File: src/cbf_pkg.sv
`timescale 1ns / 1ps
// Types, constants and the multiplier table shared by the clause filter modules.
package cbf_pkg;

    localparam int HASH_COUNT = 4;
    localparam int KEY_W      = $clog2(HASH_COUNT);
    localparam int ELEM_W     = 32;
    localparam int COUNT_W    = 16;
    localparam int ROW_BITS   = 64;
    localparam int ROW_SHIFT  = $clog2(ROW_BITS);

    localparam logic [COUNT_W-1:0] COUNT_MAX = '1;
    localparam logic [KEY_W-1:0]   KEY_LAST  = KEY_W'(HASH_COUNT - 1);

    localparam logic CMD_ELEMENT = 1'b0;
    localparam logic CMD_CLEAR   = 1'b1;

    typedef struct packed {
        logic                     command;
        logic signed [ELEM_W-1:0] element;
        logic                     last;
    } t_item;

    typedef struct packed {
        logic admitted;
        logic too_long;
    } t_result;

    typedef enum logic [1:0] {
        JOB_CLEAR = 2'd0,
        JOB_LONG  = 2'd1,
        JOB_UNIT  = 2'd2,
        JOB_TEST  = 2'd3
    } t_job_kind;

    typedef struct packed {
        t_job_kind                           kind;
        logic [HASH_COUNT-1:0][ELEM_W-1:0]   sums;
    } t_job;

    function automatic logic [ELEM_W-1:0] prime(input logic [3:0] idx);
        logic [ELEM_W-1:0] p;
        case (idx)
            4'd0:    p = 32'd2038072819;
            4'd1:    p = 32'd2038073287;
            4'd2:    p = 32'd2038073761;
            4'd3:    p = 32'd2038074317;
            4'd4:    p = 32'd2038072823;
            4'd5:    p = 32'd2038073321;
            4'd6:    p = 32'd2038073767;
            4'd7:    p = 32'd2038074319;
            4'd8:    p = 32'd2038072847;
            4'd9:    p = 32'd2038073341;
            4'd10:   p = 32'd2038073789;
            4'd11:   p = 32'd2038074329;
            4'd12:   p = 32'd2038074751;
            4'd13:   p = 32'd2038075231;
            4'd14:   p = 32'd2038075751;
            default: p = 32'd2038076267;
        endcase
        return p;
    endfunction

endpackage

File: src/cbf_front.sv
`timescale 1ns / 1ps
// Front end: takes items, keeps the running hashes and length, queues clause jobs.
module cbf_front (
    input  logic                         i_clk,
    input  logic                         i_rst_n,
    input  logic                         i_accept,
    input  cbf_pkg::t_item               i_item,
    input  logic                         i_cfg_we,
    input  logic [cbf_pkg::COUNT_W-1:0]  i_cfg_wdata,
    output logic                         o_push,
    output cbf_pkg::t_job                o_job
);

    logic [cbf_pkg::COUNT_W-1:0] r_max_len;
    logic [cbf_pkg::COUNT_W-1:0] r_count;
    logic [cbf_pkg::COUNT_W-1:0] n_count;
    logic [cbf_pkg::COUNT_W-1:0] lits;
    logic [cbf_pkg::HASH_COUNT-1:0][cbf_pkg::ELEM_W-1:0] r_sums;
    logic [cbf_pkg::HASH_COUNT-1:0][cbf_pkg::ELEM_W-1:0] n_sums;
    logic [cbf_pkg::HASH_COUNT-1:0][cbf_pkg::ELEM_W-1:0] prod;
    logic [cbf_pkg::ELEM_W-1:0]  elem_u;
    logic                        too_long;
    logic                        is_clear;

    assign elem_u   = i_item.element[cbf_pkg::ELEM_W-1:0];
    assign is_clear = (i_item.command == cbf_pkg::CMD_CLEAR);

    always_comb begin
        for (int k = 0; k < cbf_pkg::HASH_COUNT; k++) begin
            prod[k] = elem_u * cbf_pkg::prime(elem_u[3:0] ^ 4'(k + 1));
            // the glue word does not enter the hashes
            n_sums[k] = (r_count != '0) ? (r_sums[k] ^ prod[k]) : r_sums[k];
        end
    end

    assign n_count  = (r_count == cbf_pkg::COUNT_MAX) ? r_count : r_count + 1'b1;
    // glue-only clause counts as one literal
    assign lits     = (n_count > 16'd1) ? n_count - 1'b1 : n_count;
    assign too_long = (r_max_len != '0) && (lits > r_max_len);

    assign o_push = i_accept && (is_clear || i_item.last);

    always_comb begin
        o_job.sums = n_sums;
        if (is_clear) begin
            o_job.kind = cbf_pkg::JOB_CLEAR;
        end else if (too_long) begin
            o_job.kind = cbf_pkg::JOB_LONG;
        end else if (lits == 16'd1) begin
            o_job.kind = cbf_pkg::JOB_UNIT;
        end else begin
            o_job.kind = cbf_pkg::JOB_TEST;
        end
    end

    always_ff @(posedge i_clk) begin
        if (!i_rst_n) begin
            r_max_len <= '0;
            r_count   <= '0;
            r_sums    <= '0;
        end else begin
            if (i_cfg_we) begin
                r_max_len <= i_cfg_wdata;
            end
            if (i_accept && !is_clear) begin
                if (i_item.last) begin
                    r_count <= '0;
                    r_sums  <= '0;
                end else begin
                    r_count <= n_count;
                    r_sums  <= n_sums;
                end
            end
        end
    end

endmodule

File: config.mk
export PLATFORM = sky130hd
export DESIGN_NAME = cbf_front
export DESIGN_NICKNAME = d
export VERILOG_FILES = /design/src/cbf_pkg.sv /design/src/cbf_front.sv
export SDC_FILE = /design/constraint.sdc
export NUM_CORES = 2
export LEC_CHECK = 0
export BUFFER_PORTS_ARGS = -buffer_cell sky130_fd_sc_hd__buf_2
export CELL_PAD_IN_SITES_DETAIL_PLACEMENT = 2
export CELL_PAD_IN_SITES_GLOBAL_PLACEMENT = 2
export CORE_MARGIN = 4
export CORE_UTILIZATION = 41
export CTS_CLUSTER_SIZE = 20
export DETAILED_ROUTE_END_ITERATION = 12
export GPL_ROUTABILITY_DRIVEN = 0
export GPL_TIMING_DRIVEN = 0
export PLACE_DENSITY_LB_ADDON = 0.08
export RECOVER_POWER = 25
export SLEW_MARGIN = 20
export SYNTH_ARGS = -nofsm -noshare
export SYNTH_HDL_FRONTEND = slang
export SYNTH_SLANG_ARGS = --single-unit
File: constraint.sdc
create_clock -name i_clk -period 16.15 [get_ports i_clk]
set_input_delay 0 -clock i_clk [delete_from_list [all_inputs] [get_ports i_clk]]
set_output_delay 0 -clock i_clk [all_outputs]
set_load 0.02 [all_outputs]
==> flow_summary.rst <==
.. list-table::
   :header-rows: 1

   * - Metric
     - Value
   * - Status
     - finished with violations
   * - Violations in the final reports
     - capacitance limit, slew limit
   * - I/O pin count
     - around 190
   * - Syn nets
     - around 8000
   * - Largest net degree at the start of global routing
     - 24
   * - Area fraction of the dominant cell type after synthesis
     - 43.8%
   * - NumNets Final
     - just over 8000
   * - Combinational family with the most area after synthesis
     - adder cells
   * - Maximum single-stage delay on the critical path
     - around 2100 ps
   * - Hold Path Class
     - input pin to flop
   * - Prevailing post-synth register cell
     - sky130_fd_sc_hd__dfxtp_1
   * - Sequential element share of the synthesized area
     - between 5 and 6%
   * - CTS tree
     - built
   * - Area used by sequential logic in the layout
     - around 3200 um2
   * - Max-slew violation count
     - 39
   * - Number of cells traversed by the worst hold path
     - 3
   * - Cell type with the highest aggregate area in the netlist
     - sky130_fd_sc_hd__fa_1
   * - Number of buffer and inverter instances along the worst setup path
     - 14
   * - Pre-CTS setup slack
     - 1910 ps
   * - Final antenna-violating net count
     - 0
   * - Total wirelength of the detailed-routed design
     - approximately 280 mm
   * - Mean routed wirelength per cell
     - ~35 um
   * - Width of the chip
     - between 300 and 400 um
   * - Met3 wire length
     - between 30 and 40 mm
   * - CTS clk-pin slew, worst paths
     - ~80 ps
   * - Cell type of the slowest stage on the worst timing path
     - sky130_fd_sc_hd__clkbuf_1
   * - Time the worst path needs with I/O delays and setup
     - 15290 ps
   * - Vias in the first global route
     - approximately 55000
   * - Post-synthesis share of cell area spent on xor and xnor gates
     - approximately 5.6%
   * - Mean cell area of the mapped netlist
     - roughly 9.4 um2
   * - Headroom to the max-slew limit
     - -98.5%
   * - Commonest cells after routing, fill and taps aside
     - sky130_fd_sc_hd__fa_1 (1242), sky130_fd_sc_hd__inv_1 (986), sky130_fd_sc_hd__and2_1 (604)
   * - Final Skew
     - between 20 and 25 ps
   * - Count of unresolved DRC violations after routing
     - 0
   * - Most common library cell in the layout ignoring fill and taps
     - sky130_fd_sc_hd__fa_1
   * - Synthesized area
     - roughly 57000 um2
   * - Via density per instance
     - between 5 and 6
   * - Combined area of the multi-input logic cells
     - roughly 49000 um2
   * - Core Footprint
     - 137000 um2
   * - Post-route standard cell area excluding fillers
     - between 60000 and 70000 um2
   * - Total vias in the final route
     - 48449
   * - Total grt overflow
     - 0
   * - Number of buffers created by CTS
     - 17
   * - Row cnt
     - about 140
   * - Relative area change from synthesis to final layout
     - 7.63%
   * - Data arrival at the endpoint of the critical path
     - roughly 15000 ps
   * - Longest Clk Path Bufs
     - 2
   * - Worst-margin pin slew
     - between 2000 and 3000 ps
   * - Share of synthesized cell area in and, or, nand and nor gates
     - 16.7%
   * - Post-CTS setup repair buffer count
     - 0
   * - Adder-cell share of the synthesized area
     - a little under three fifths
   * - Finish-stage setup viols
     - 0
   * - Type of element capturing the critical path
     - output pin
   * - Number of cells on the worst reg-to-reg path
     - 10
   * - R2r endpoint
     - r_sums[22]
   * - Kind of critical path
     - input pin to output pin
   * - Count of maximum capacitance violations
     - 2
   * - Total number of clock tree sinks
     - 160
   * - Worst skew pair latency
     - 520 ps
   * - Floorplan die area
     - around 140000 um2
   * - Kind of start point of the critical path
     - input pin
   * - Post-synthesis mux area share
     - less than 1%
   * - Number of enable flip-flop cells after synthesis
     - 0
   * - H-tree depth
     - 4
   * - Quantity of gates resized following cts
     - 0
   * - Unique masters post-synth
     - 90
   * - Hold violation count in the final report
     - 0
   * - Async set-or-reset flop fraction in the synthesized netlist
     - 0%
   * - Antenna violations before repair
     - 48
   * - Achievable frequency
     - 65.4 MHz
   * - Reg-to-Reg Start
     - r_count[0]
   * - Die Y
     - 380 um
   * - Final period util
     - a little over nine tenths
   * - Port-buffer cells
     - 183
   * - Post-synthesis compound-gate area fraction
     - ~7.3%
   * - Unrepaired setup endpoints after global routing
     - false
   * - Amount of wire on met2 after detailed routing
     - about 120 mm
   * - Start point of the worst hold path
     - i_rst_n
   * - Global-route wire length before repair
     - 404 mm
   * - Sum of net half-perimeters after detailed placement
     - ~240 mm
   * - Share of layout cells above drive strength 1
     - 4.82%
   * - Starting DRC count in detailed routing
     - between 4000 and 5000
   * - Most numerous cell on the critical path
     - sky130_fd_sc_hd__clkbuf_1
   * - CTS root buffer
     - sky130_fd_sc_hd__clkbuf_16
   * - Worst hold path endpoint
     - r_sums[24]
   * - Effective utilization at floorplan
     - between 40% and 50%
   * - Number of synthesized register bits
     - 160
   * - Final Worst Setup Slack
     - 859 ps
   * - 1st-pass router iterations
     - 7
   * - Final core utilization
     - 44.4%
   * - Peak fanout along the critical path
     - 20
   * - Setup slack on the worst flop-to-flop path
     - approximately 12000 ps
   * - # fillers
     - ~15000
   * - Top delay family on crit path
     - buffers and inverters
   * - Critical path launch point
     - i_item[1]
   * - Synth warn
     - 0
   * - Post-route setup TNS
     - 0 ps
   * - Critical path required time
     - 16150 ps
   * - Met1 routed wirelength after detailed routing
     - about 110 mm
   * - Global routing usage summed across all routing layers
     - about two fifths
   * - DP Area
     - ~60000 um2
   * - Top layer in use
     - met5
   * - Ranking of synthesized cells by area
     - sky130_fd_sc_hd__fa_1 (44%), sky130_fd_sc_hd__ha_1 (12%), sky130_fd_sc_hd__and2_1 (6.7%), sky130_fd_sc_hd__inv_1 (6.5%), sky130_fd_sc_hd__dfxtp_1 (5.6%)
   * - Cells after synthesis
     - 6012
-- worst reg2reg max path, delay by kind of cell (launching register included) --
kind	cells	cell delay (ps)
buffers and inverters	4	2340
flip-flops	1	440
AO/OA/AOI/OAI	3	480
adder cells (fa/ha/maj)	1	280
AND/OR/NAND/NOR	2	530
-- final cells by class --
cell class | instances | share of cell area, %
clock buffers | 17 | 0.697
diodes | 27 | 0.111
repair buffers | 220 | 2.13
plain buffers | 312 | 2.00
flip-flops and latches | 160 | 5.25
well taps | 1794 | 3.68
clock inverters | 15 | 0.314
inverters | 989 | 6.08
multi-input cells | 4551 | 79.7
-- cell usage after synthesis (all sizes together) (16+ instances only) --
| library cell | number |
|---|---|
| o21a | 24 |
| nand2 | 400 |
| xor2 | 76 |
| a22o | 16 |
| inv | 988 |
| o31ai | 30 |
| a22oi | 68 |
| nor4 | 17 |
| mux2i | 28 |
| nor2 | 266 |
| fa | 1242 |
| clkbuf | 274 |
| nor2b | 153 |
| a21oi | 162 |
| a31oi | 46 |
| and3 | 89 |
| o21bai | 16 |
| xnor2 | 252 |
| nand4 | 17 |
| ha | 530 |
| a211oi | 20 |
| dfxtp | 160 |
| buf | 38 |
| o21ai | 110 |
| a21o | 50 |
| nand2b | 33 |
| nand3 | 56 |
| or3 | 23 |
| nor3 | 70 |
| and2 | 611 |
-- stage by stage --
stage	hold slack (ps)	std cells
after detailed placement	246	8001
final	133	8085
after global routing	170	8059
after global placement	237	7989
after floorplan	78.6	6012
after CTS	112	8058
-- flip-flops by register name, indices dropped and copies added (netlist names) --
register   count
r_count       16
r_sums       128
r_max_len     16
-- kinds of logic after synthesis --
group                      Yosys count
and+or+nand+nor                   1778
DFF                                160
AOI/OAI and AO/OA                  627
adders and majority gates         1772
xor gates and xnor gates           342
muxes                               32
buffers and inverters             1301
-- per-layer routing --
layer / up-vias / global-route usage, %
met1: 25973 / 50.0
met2: 2600 / 58.7
met4: 12 / 21.3
met3: 654 / 14.0
li1: 19210 / -
met5: - / 0
-- what timing repair did --
action	CTS	global route
hold buffers	25	0
endpoints found under the setup margin	0	0
hold endpoints to repair	18	0
-- how the worst max path moves through the flow --
| stage | to | slack, ps | depth (start not counted) |
|---|---|---|---|
| final | o_job[95] | 860 | 36 |
| after global routing | o_job[95] | 760 | 38 |
| after CTS | o_job[95] | 2000 | 37 |
| after detailed placement | r_sums[95] | 1910 | 36 |
| after global placement | r_sums[82] | 380 | 33 |
| after floorplan | o_job[94] | 7240 | 34 |
Power is left out: the tool's default activity adds up to more than one toggle a clock period on the data nets, which glitch-free logic cannot reach.
