**src/cbf_pkg.sv**
```systemverilog
`timescale 1ns / 1ps
// Types, constants and the multiplier table shared by the clause filter modules.
package cbf_pkg;

    localparam int HASH_COUNT = 4;
    localparam int KEY_W      = $clog2(HASH_COUNT);
    localparam int ELEM_W     = 32;
    localparam int COUNT_W    = 16;
    localparam int ROW_BITS   = 64;
    localparam int ROW_SHIFT  = $clog2(ROW_BITS);

    localparam logic [COUNT_W-1:0] COUNT_MAX = '1;
    localparam logic [KEY_W-1:0]   KEY_LAST  = KEY_W'(HASH_COUNT - 1);

    localparam logic CMD_ELEMENT = 1'b0;
    localparam logic CMD_CLEAR   = 1'b1;

    typedef struct packed {
        logic                     command;
        logic signed [ELEM_W-1:0] element;
        logic                     last;
    } t_item;

    typedef struct packed {
        logic admitted;
        logic too_long;
    } t_result;

    typedef enum logic [1:0] {
        JOB_CLEAR = 2'd0,
        JOB_LONG  = 2'd1,
        JOB_UNIT  = 2'd2,
        JOB_TEST  = 2'd3
    } t_job_kind;

    typedef struct packed {
        t_job_kind                           kind;
        logic [HASH_COUNT-1:0][ELEM_W-1:0]   sums;
    } t_job;

    function automatic logic [ELEM_W-1:0] prime(input logic [3:0] idx);
        logic [ELEM_W-1:0] p;
        case (idx)
            4'd0:    p = 32'd2038072819;
            4'd1:    p = 32'd2038073287;
            4'd2:    p = 32'd2038073761;
            4'd3:    p = 32'd2038074317;
            4'd4:    p = 32'd2038072823;
            4'd5:    p = 32'd2038073321;
            4'd6:    p = 32'd2038073767;
            4'd7:    p = 32'd2038074319;
            4'd8:    p = 32'd2038072847;
            4'd9:    p = 32'd2038073341;
            4'd10:   p = 32'd2038073789;
            4'd11:   p = 32'd2038074329;
            4'd12:   p = 32'd2038074751;
            4'd13:   p = 32'd2038075231;
            4'd14:   p = 32'd2038075751;
            default: p = 32'd2038076267;
        endcase
        return p;
    endfunction

endpackage

```
**src/cbf_job_fifo.sv**
```systemverilog
`timescale 1ns / 1ps
// Two-entry job queue between the front end and the bit-store engine.
module cbf_job_fifo (
    input  logic           i_clk,
    input  logic           i_rst_n,
    input  logic           i_push,
    input  cbf_pkg::t_job  i_job,
    input  logic           i_pop,
    output cbf_pkg::t_job  o_job,
    output logic           o_full,
    output logic           o_empty
);

    localparam int DEPTH = 2;
    localparam int PTR_W = $clog2(DEPTH);
    localparam int CNT_W = $clog2(DEPTH + 1);

    cbf_pkg::t_job     r_slot [DEPTH];
    logic [PTR_W-1:0]  r_wr_ptr;
    logic [PTR_W-1:0]  r_rd_ptr;
    logic [CNT_W-1:0]  r_count;

    assign o_full  = (r_count == CNT_W'(DEPTH));
    assign o_empty = (r_count == '0);
    assign o_job   = r_slot[r_rd_ptr];

    always_ff @(posedge i_clk) begin
        if (i_push) begin
            r_slot[r_wr_ptr] <= i_job;
        end
    end

    always_ff @(posedge i_clk) begin
        if (!i_rst_n) begin
            r_wr_ptr <= '0;
            r_rd_ptr <= '0;
            r_count  <= '0;
        end else begin
            if (i_push) begin
                r_wr_ptr <= r_wr_ptr + 1'b1;
            end
            if (i_pop) begin
                r_rd_ptr <= r_rd_ptr + 1'b1;
            end
            case ({i_push, i_pop})
                2'b10:   r_count <= r_count + 1'b1;
                2'b01:   r_count <= r_count - 1'b1;
                default: r_count <= r_count;
            endcase
        end
    end

endmodule

```
**config.mk**
```make
export PLATFORM = sky130hd
export DESIGN_NAME = cbf_job_fifo
export DESIGN_NICKNAME = d
export VERILOG_FILES = /design/src/cbf_pkg.sv /design/src/cbf_job_fifo.sv
export SDC_FILE = /design/constraint.sdc
export NUM_CORES = 1
export LEC_CHECK = 0
export BUFFER_PORTS_ARGS = -buffer_cell sky130_fd_sc_hd__buf_2
export CORE_ASPECT_RATIO = 0.8
export CORE_MARGIN = 5
export CORE_UTILIZATION = 52
export DETAILED_ROUTE_END_ITERATION = 12
export PLACE_DENSITY = 0.77
export SETUP_SLACK_MARGIN = 0.05
export SLEW_MARGIN = 20
export SYNTH_ARGS = -nofsm -noshare
export SYNTH_HDL_FRONTEND = slang
export SYNTH_SLANG_ARGS = --single-unit
```
**constraint.sdc**
```tcl
create_clock -name i_clk -period 8.1 [get_ports i_clk]
set_clock_uncertainty 0.05 [all_clocks]
set_input_delay 1.215 -clock i_clk [delete_from_list [all_inputs] [get_ports i_clk]]
set_output_delay 1.215 -clock i_clk [all_outputs]
set_load 0.05 [all_outputs]
```
==> results of run 1 <==
registers in the layout (all words and copies together), names as in the netlist, named ones only:
register / count
r_slot: 260
r_count: 2
r_rd_ptr: 1
r_wr_ptr: 1
cell families after synthesis:
| family | share of synthesized area (%) |
|---|---|
| simple gates | 0.562 |
| xor+xnor | 0.274 |
| mux | 15.3 |
| flops | 82.5 |
| fa+ha+maj | 0.131 |
| buf+inv | 1.03 |
| compound gates | 0.209 |
worst min-delay path, delay by kind of cell (launching register included):
kind / cells / cell delay [ps]
flip-flops: 1 / 330
AO/OA/AOI/OAI: 2 / 150
worst min path at each step:
stage	startpoint	to	slack, ps
detailed placement	r_count[1]$_SDFFE_PN0P_	r_count[1]$_SDFFE_PN0P_	460
global route	r_count[1]$_SDFFE_PN0P_	r_count[1]$_SDFFE_PN0P_	540
floorplan	r_count[1]$_SDFFE_PN0P_	r_count[1]$_SDFFE_PN0P_	420
finish	r_count[1]$_SDFFE_PN0P_	r_count[1]$_SDFFE_PN0P_	480
global placement	r_count[1]$_SDFFE_PN0P_	r_count[1]$_SDFFE_PN0P_	430
CTS	r_count[1]$_SDFFE_PN0P_	r_count[1]$_SDFFE_PN0P_	480
cell type report:
type / instances / area share [%]
timing repair buffer: 269 / 11.4
multi-input combinational: 146 / 13.3
inverter: 1 / 0.0316
clock buffer: 34 / 5.90
clock inverter: 11 / 0.400
sequential: 265 / 66.5
tap: 230 / 2.42
through the flow:
step | hold WS [ps] | std cells
floorplan | 416 | 426
global placement | 433 | 911
detailed placement | 459 | 911
CTS | 477 | 956
global route | 536 | 956
finish | 480 | 956
power by group:
| group | internal, mW | switching, mW |
|---|---|---|
| logic | 0.141 | 0.359 |
| clock network | 0.604 | 0.459 |
| registers | 1.59 | 0.0292 |
| total | 2.33 | 0.847 |
metal layers:
metal / vias to the layer above / wire (µm) / GRT usage, %
met5: - / 44 / 0
met4: 6 / 290 / 3.52
met3: 30 / 1570 / 4.73
met2: 219 / 9050 / 28.4
met1: 2401 / 8150 / 23.5
li1: 2268 / - / -
cells in the final DEF (no fill, tap or decap):
cell / instances
and2_4: 1
buf_4: 4
clkbuf_1: 7
buf_2: 265
and2_1: 3
o21a_1: 1
dfxtp_4: 1
xor2_1: 1
ha_1: 1
xnor2_1: 2
o21ai_0: 1
clkinv_1: 8
clkinv_2: 2
or3_1: 1
a21boi_1: 1
nor2b_1: 1
and2b_2: 1
nor2_4: 1
edfxtp_1: 260
inv_1: 1
mux2_2: 130
dfxtp_1: 4
clkinvlp_4: 1
nor2_1: 1
clkbuf_16: 27
cell usage after synthesis, drive strengths merged:
cell    number  area [µm²]
edfxtp     260        7810
or3          1        6.26
dfxtp        5         100
mux2       130        1460
ha           1        12.5
inv          1        3.75
a21boi       1        7.51
buf         14        95.1
xor2         1        8.76
xnor2        2        17.5
o21a         1        7.51
and2b        1        8.76
o21ai        1        5.00
nor2         2        7.51
nor2b        1        6.26
and2         4        25.0
==> results_dict.tcl, run 1 <==
set metrics [dict create \
    status "finished, final reports clean" \
    place_ws_ps 4380 \
    fin_crit_sh_pct 51.7 \
    grt_usage_pct 17.2 \
    rows 44 \
    ios 266 \
    ys_types 17 \
    die_w_um 162 \
    cts.hold.buffers_added 0 \
    cts_root_buf "clkbuf_16" \
    firstDrtPassIters 4 \
    numCtsBuffers 26 \
    grt_pass1_wl_mm 29.1 \
    cts_buffer_depth 3 \
    regArea_um2 7910 \
    placed_area_um2 11100 \
    slowest_stage "dfxtp_4" \
    syn-instance-count 426 \
    ff2ff_setup_slack_ps 5610 \
    peakVddDrop_mv 0.175 \
    drv_slew 0 \
    clk-insertion-delay-late_ps 500 \
    power_density_nw_per_um2 267 \
    ctsResizeCount 0 \
    tightestPinTransition_ps 947 \
    critical_path_required_ps 6840 \
    cts_tree "yes" \
    start_util_pct 52.9 \
    overflow 0 \
    post-cts-setup-buffers 0 \
    htreeDepth 1 \
    critPathCaptureType "primary output" \
    vias_per_cell 5.15 \
    cp_slowest_stage_delay_ps 920 \
    diodes 0 \
    drv_cap 0 \
    syn_to_final_growth_pct 24.1 \
    syn_avg_cell_area_um2 22.5 \
    path_max_fanout 67 \
    reg2reg_depth 2 \
    die_area_um2 21300 \
    cp-endpoint "o_job[73]" \
    finalSetupViolations 0 \
    tns_ps 0 \
    final_util_pct 65.7 \
    total_power_mw 3.18 \
    num-nets-final 844 \
    cts.sinks 265 \
    startpoint_type "flip-flop" \
    multiInputGateArea_um2 1590 \
    reg2reg_from "r_wr_ptr$_SDFFE_PN0P_" \
    antenna_found_initial 3 \
    drt_iter0_markers 339 \
    synth-seq-cells 265 \
    grt_max_degree 70 \
    synthesis.area_um2 9580 \
    globalplace.congestion 0.791 \
    period_needed_ps 4190 \
    num_vias 4924 \
    path_class "reg -> out" \
    dp_hpwl_mm 12.6 \
    drive_gt1_share_pct 59.6 \
    drt-wirelength-per-cell_um 20.0 \
    n_fill_cell 1208 \
    portBuffers 265 \
    rsz0062_at_grt "no" \
    slew_headroom_pct 36.9 \
    ys_warn_count 0 \
    critPathBufInv 2 \
    fmax_ghz 0.239 \
    finalHoldViolCount 0 \
    antenna_left 0 \
    core_area_um2 18100 \
    hp-class "reg -> reg" \
    yosysSeqAreaShare_pct 82.5 \
    postLayoutCellArea_um2 11900 \
    path_cells "buf_4 > mux2_2 > buf_2" \
    path_delay_family "buffers and inverters" \
    whs_path_depth 2 \
    grt_pass1_vias 5278 \
    worst-path-stages 3 \
    drcViolationCount 0 \
    rr_endpoint "r_slot[1][118]$_DFFE_PP_" \
    worst_slack_ps 3910 \
    p_leak_nw 4.45 \
    clkTransAtPathRegs_ps 60 \
    wirelength_mm 19.1 \
    cp.arrival_ps 2920 \
    synth_fp_nets 561 \
    dieHeight_um 131 \
]
No activity file was read; power rests on OpenSTA's default activity.
==> inputs of run 2 (changes only) <==
==> constraint.sdc (replaced) <==
create_clock -name i_clk -period 4.18 [get_ports i_clk]
set_clock_uncertainty 0.05 [all_clocks]
set_input_delay 0.627 -clock i_clk [delete_from_list [all_inputs] [get_ports i_clk]]
set_output_delay 0.627 -clock i_clk [all_outputs]
set_load 0.05 [all_outputs]
==> results_dict.tcl, run 2 (synthesis gave the netlist of run 1 again) <==
set metrics [dict create \
    critical_path_required_ps 3500 \
    wirelength_mm 18.9 \
    firstDrtPassIters 4 \
    cts_tree "yes" \
    grt_usage_pct 17.0 \
    critPathCaptureType "primary output" \
    core_area_um2 18100 \
    rsz0062_at_grt "no" \
    antenna_left 0 \
    clkTransAtPathRegs_ps 60 \
    numCtsBuffers 26 \
    ios 266 \
    placed_area_um2 11200 \
    drt_iter0_markers 265 \
    swShare_pct 25.2 \
    period_needed_ps 3040 \
    grt_pass1_vias 5231 \
    cts.hold.buffers_added 0 \
    syn_to_final_growth_pct 26.8 \
    power_frac_comb_pct 14.8 \
    hp-class "in -> reg" \
    drv_cap 0 \
    critPathBufInv 2 \
    drt-wirelength-per-cell_um 19.7 \
    cts.sinks 265 \
    power_density_nw_per_um2 546 \
    path_delay_family "flip-flops" \
    finalSetupViolations 0 \
    cts_root_buf "clkbuf_16" \
    die_area_um2 21300 \
    reg.largest.list "r_slot: 260 flops, r_count: 2 flops" \
    portBuffers 265 \
    routed-wl-met2_mm 8.96 \
    path_class "reg -> out" \
    final_util_pct 67.1 \
    cp_slowest_stage_delay_ps 730 \
    dp_hpwl_mm 12.7 \
    p_seq_share_pct 47.1 \
    dieHeight_um 131 \
    vias_per_cell 5.15 \
    cts_buffer_depth 3 \
    path_cells "buf_4 > mux2_2 > buf_2" \
    largest_register "r_slot" \
    htreeDepth 1 \
    path_max_fanout 43 \
    p_switching_mw 1.67 \
    total_power_mw 6.63 \
    num-nets-final 845 \
    clk-insertion-delay-late_ps 510 \
    globalplace.congestion 0.790 \
    routed.top_layer "met5" \
    num_vias 4945 \
    ctsResizeCount 0 \
    cp.arrival_ps 2360 \
    startpoint_type "flip-flop" \
    wl_met3_mm 1.66 \
    die_w_um 162 \
    post-cts-setup-buffers 0 \
    finalHoldViolCount 0 \
    slew_headroom_pct 45.7 \
    grt_max_degree 74 \
    tns_ps 0 \
    placed_cells 912 \
    drcViolationCount 0 \
    postLayoutCellArea_um2 12100 \
    drv_slew 0 \
    layout_common_cells "buf_2 (265), edfxtp_1 (260), mux2_2 (130), clkbuf_16 (27), bufinv_16 (7)" \
    fmax_ghz 0.329 \
    layout_commonest_cell "buf_2" \
    grt_pass1_wl_mm 28.8 \
    wl_met1_mm 7.82 \
    slowest_stage "dfxtp_4" \
    tightestPinTransition_ps 814 \
    p_leak_nw 4.56 \
    clockPowerShare_pct 38.1 \
    worst_slack_ps 1140 \
    p_int_mw 4.96 \
    overflow 0 \
    final_cells 960 \
    antenna_found_initial 3 \
    fin_crit_sh_pct 72.7 \
    start_util_pct 52.9 \
    drive_gt1_share_pct 60.8 \
    rows 44 \
    place_ws_ps 1660 \
    peakVddDrop_mv 0.654 \
    largest_reg_flops 260 \
    status "finished, final reports clean" \
    hold_ws_ps 257 \
]
-- run 2: changes by cell type in the layout (fill, tap and decap cells not counted), sizes merged --
cell    delta
bufinv     +7
buf        +1
clkbuf     -5
clkinv     -2
inv        +2
diode      +1
-- run 2: worst reg2reg max path, cell delays in order, from the launching register on --
cell and delay, ps:
dfxtp_1 390, and2_4 700, buf_12 420
-- run 2: power groups by stage --
stage          Clock, mW  Sequential [mW]  Combinational [mW]
2_1_floorplan          0             3.16               0.750
3_3_place_gp           0             3.17               0.968
3_5_place_dp           0             3.18               0.985
4_1_cts             2.59             3.12               0.990
5_1_grt             2.71             3.13                1.03
6_report            2.53             3.12               0.981
-- run 2: worst paths after layout --
check	depth (start not counted)	from	slack [ps]	to
setup reg to reg	2	r_wr_ptr$_SDFFE_PN0P_	2190	r_slot[1][89]$_DFFE_PP_
setup / recovery	3	flip-flop	1140	o_job[82]
hold / removal	1	i_job[105]	260	r_slot[0][105]$_DFFE_PP_
hold reg to reg	2	r_count[1]$_SDFFE_PN0P_	470	r_count[1]$_SDFFE_PN0P_
-- run 2: final cells by class --
cell class | count | area (µm²)
well taps | 230 | 288
clock buffers | 29 | 683
fillers | 1194 | 5970
clock inverters | 18 | 270
multi-input cells | 146 | 1590
diodes | 1 | 2.50
flip-flops and latches | 265 | 7910
inverters | 1 | 3.75
repair buffers | 270 | 1400
-- run 2: routing by layer --
metal  up-vias  GRT usage [%]
li1       2272              -
met4         6           3.85
met5         -              0
met3        38           5.17
met2       219           28.0
met1      2410           22.7
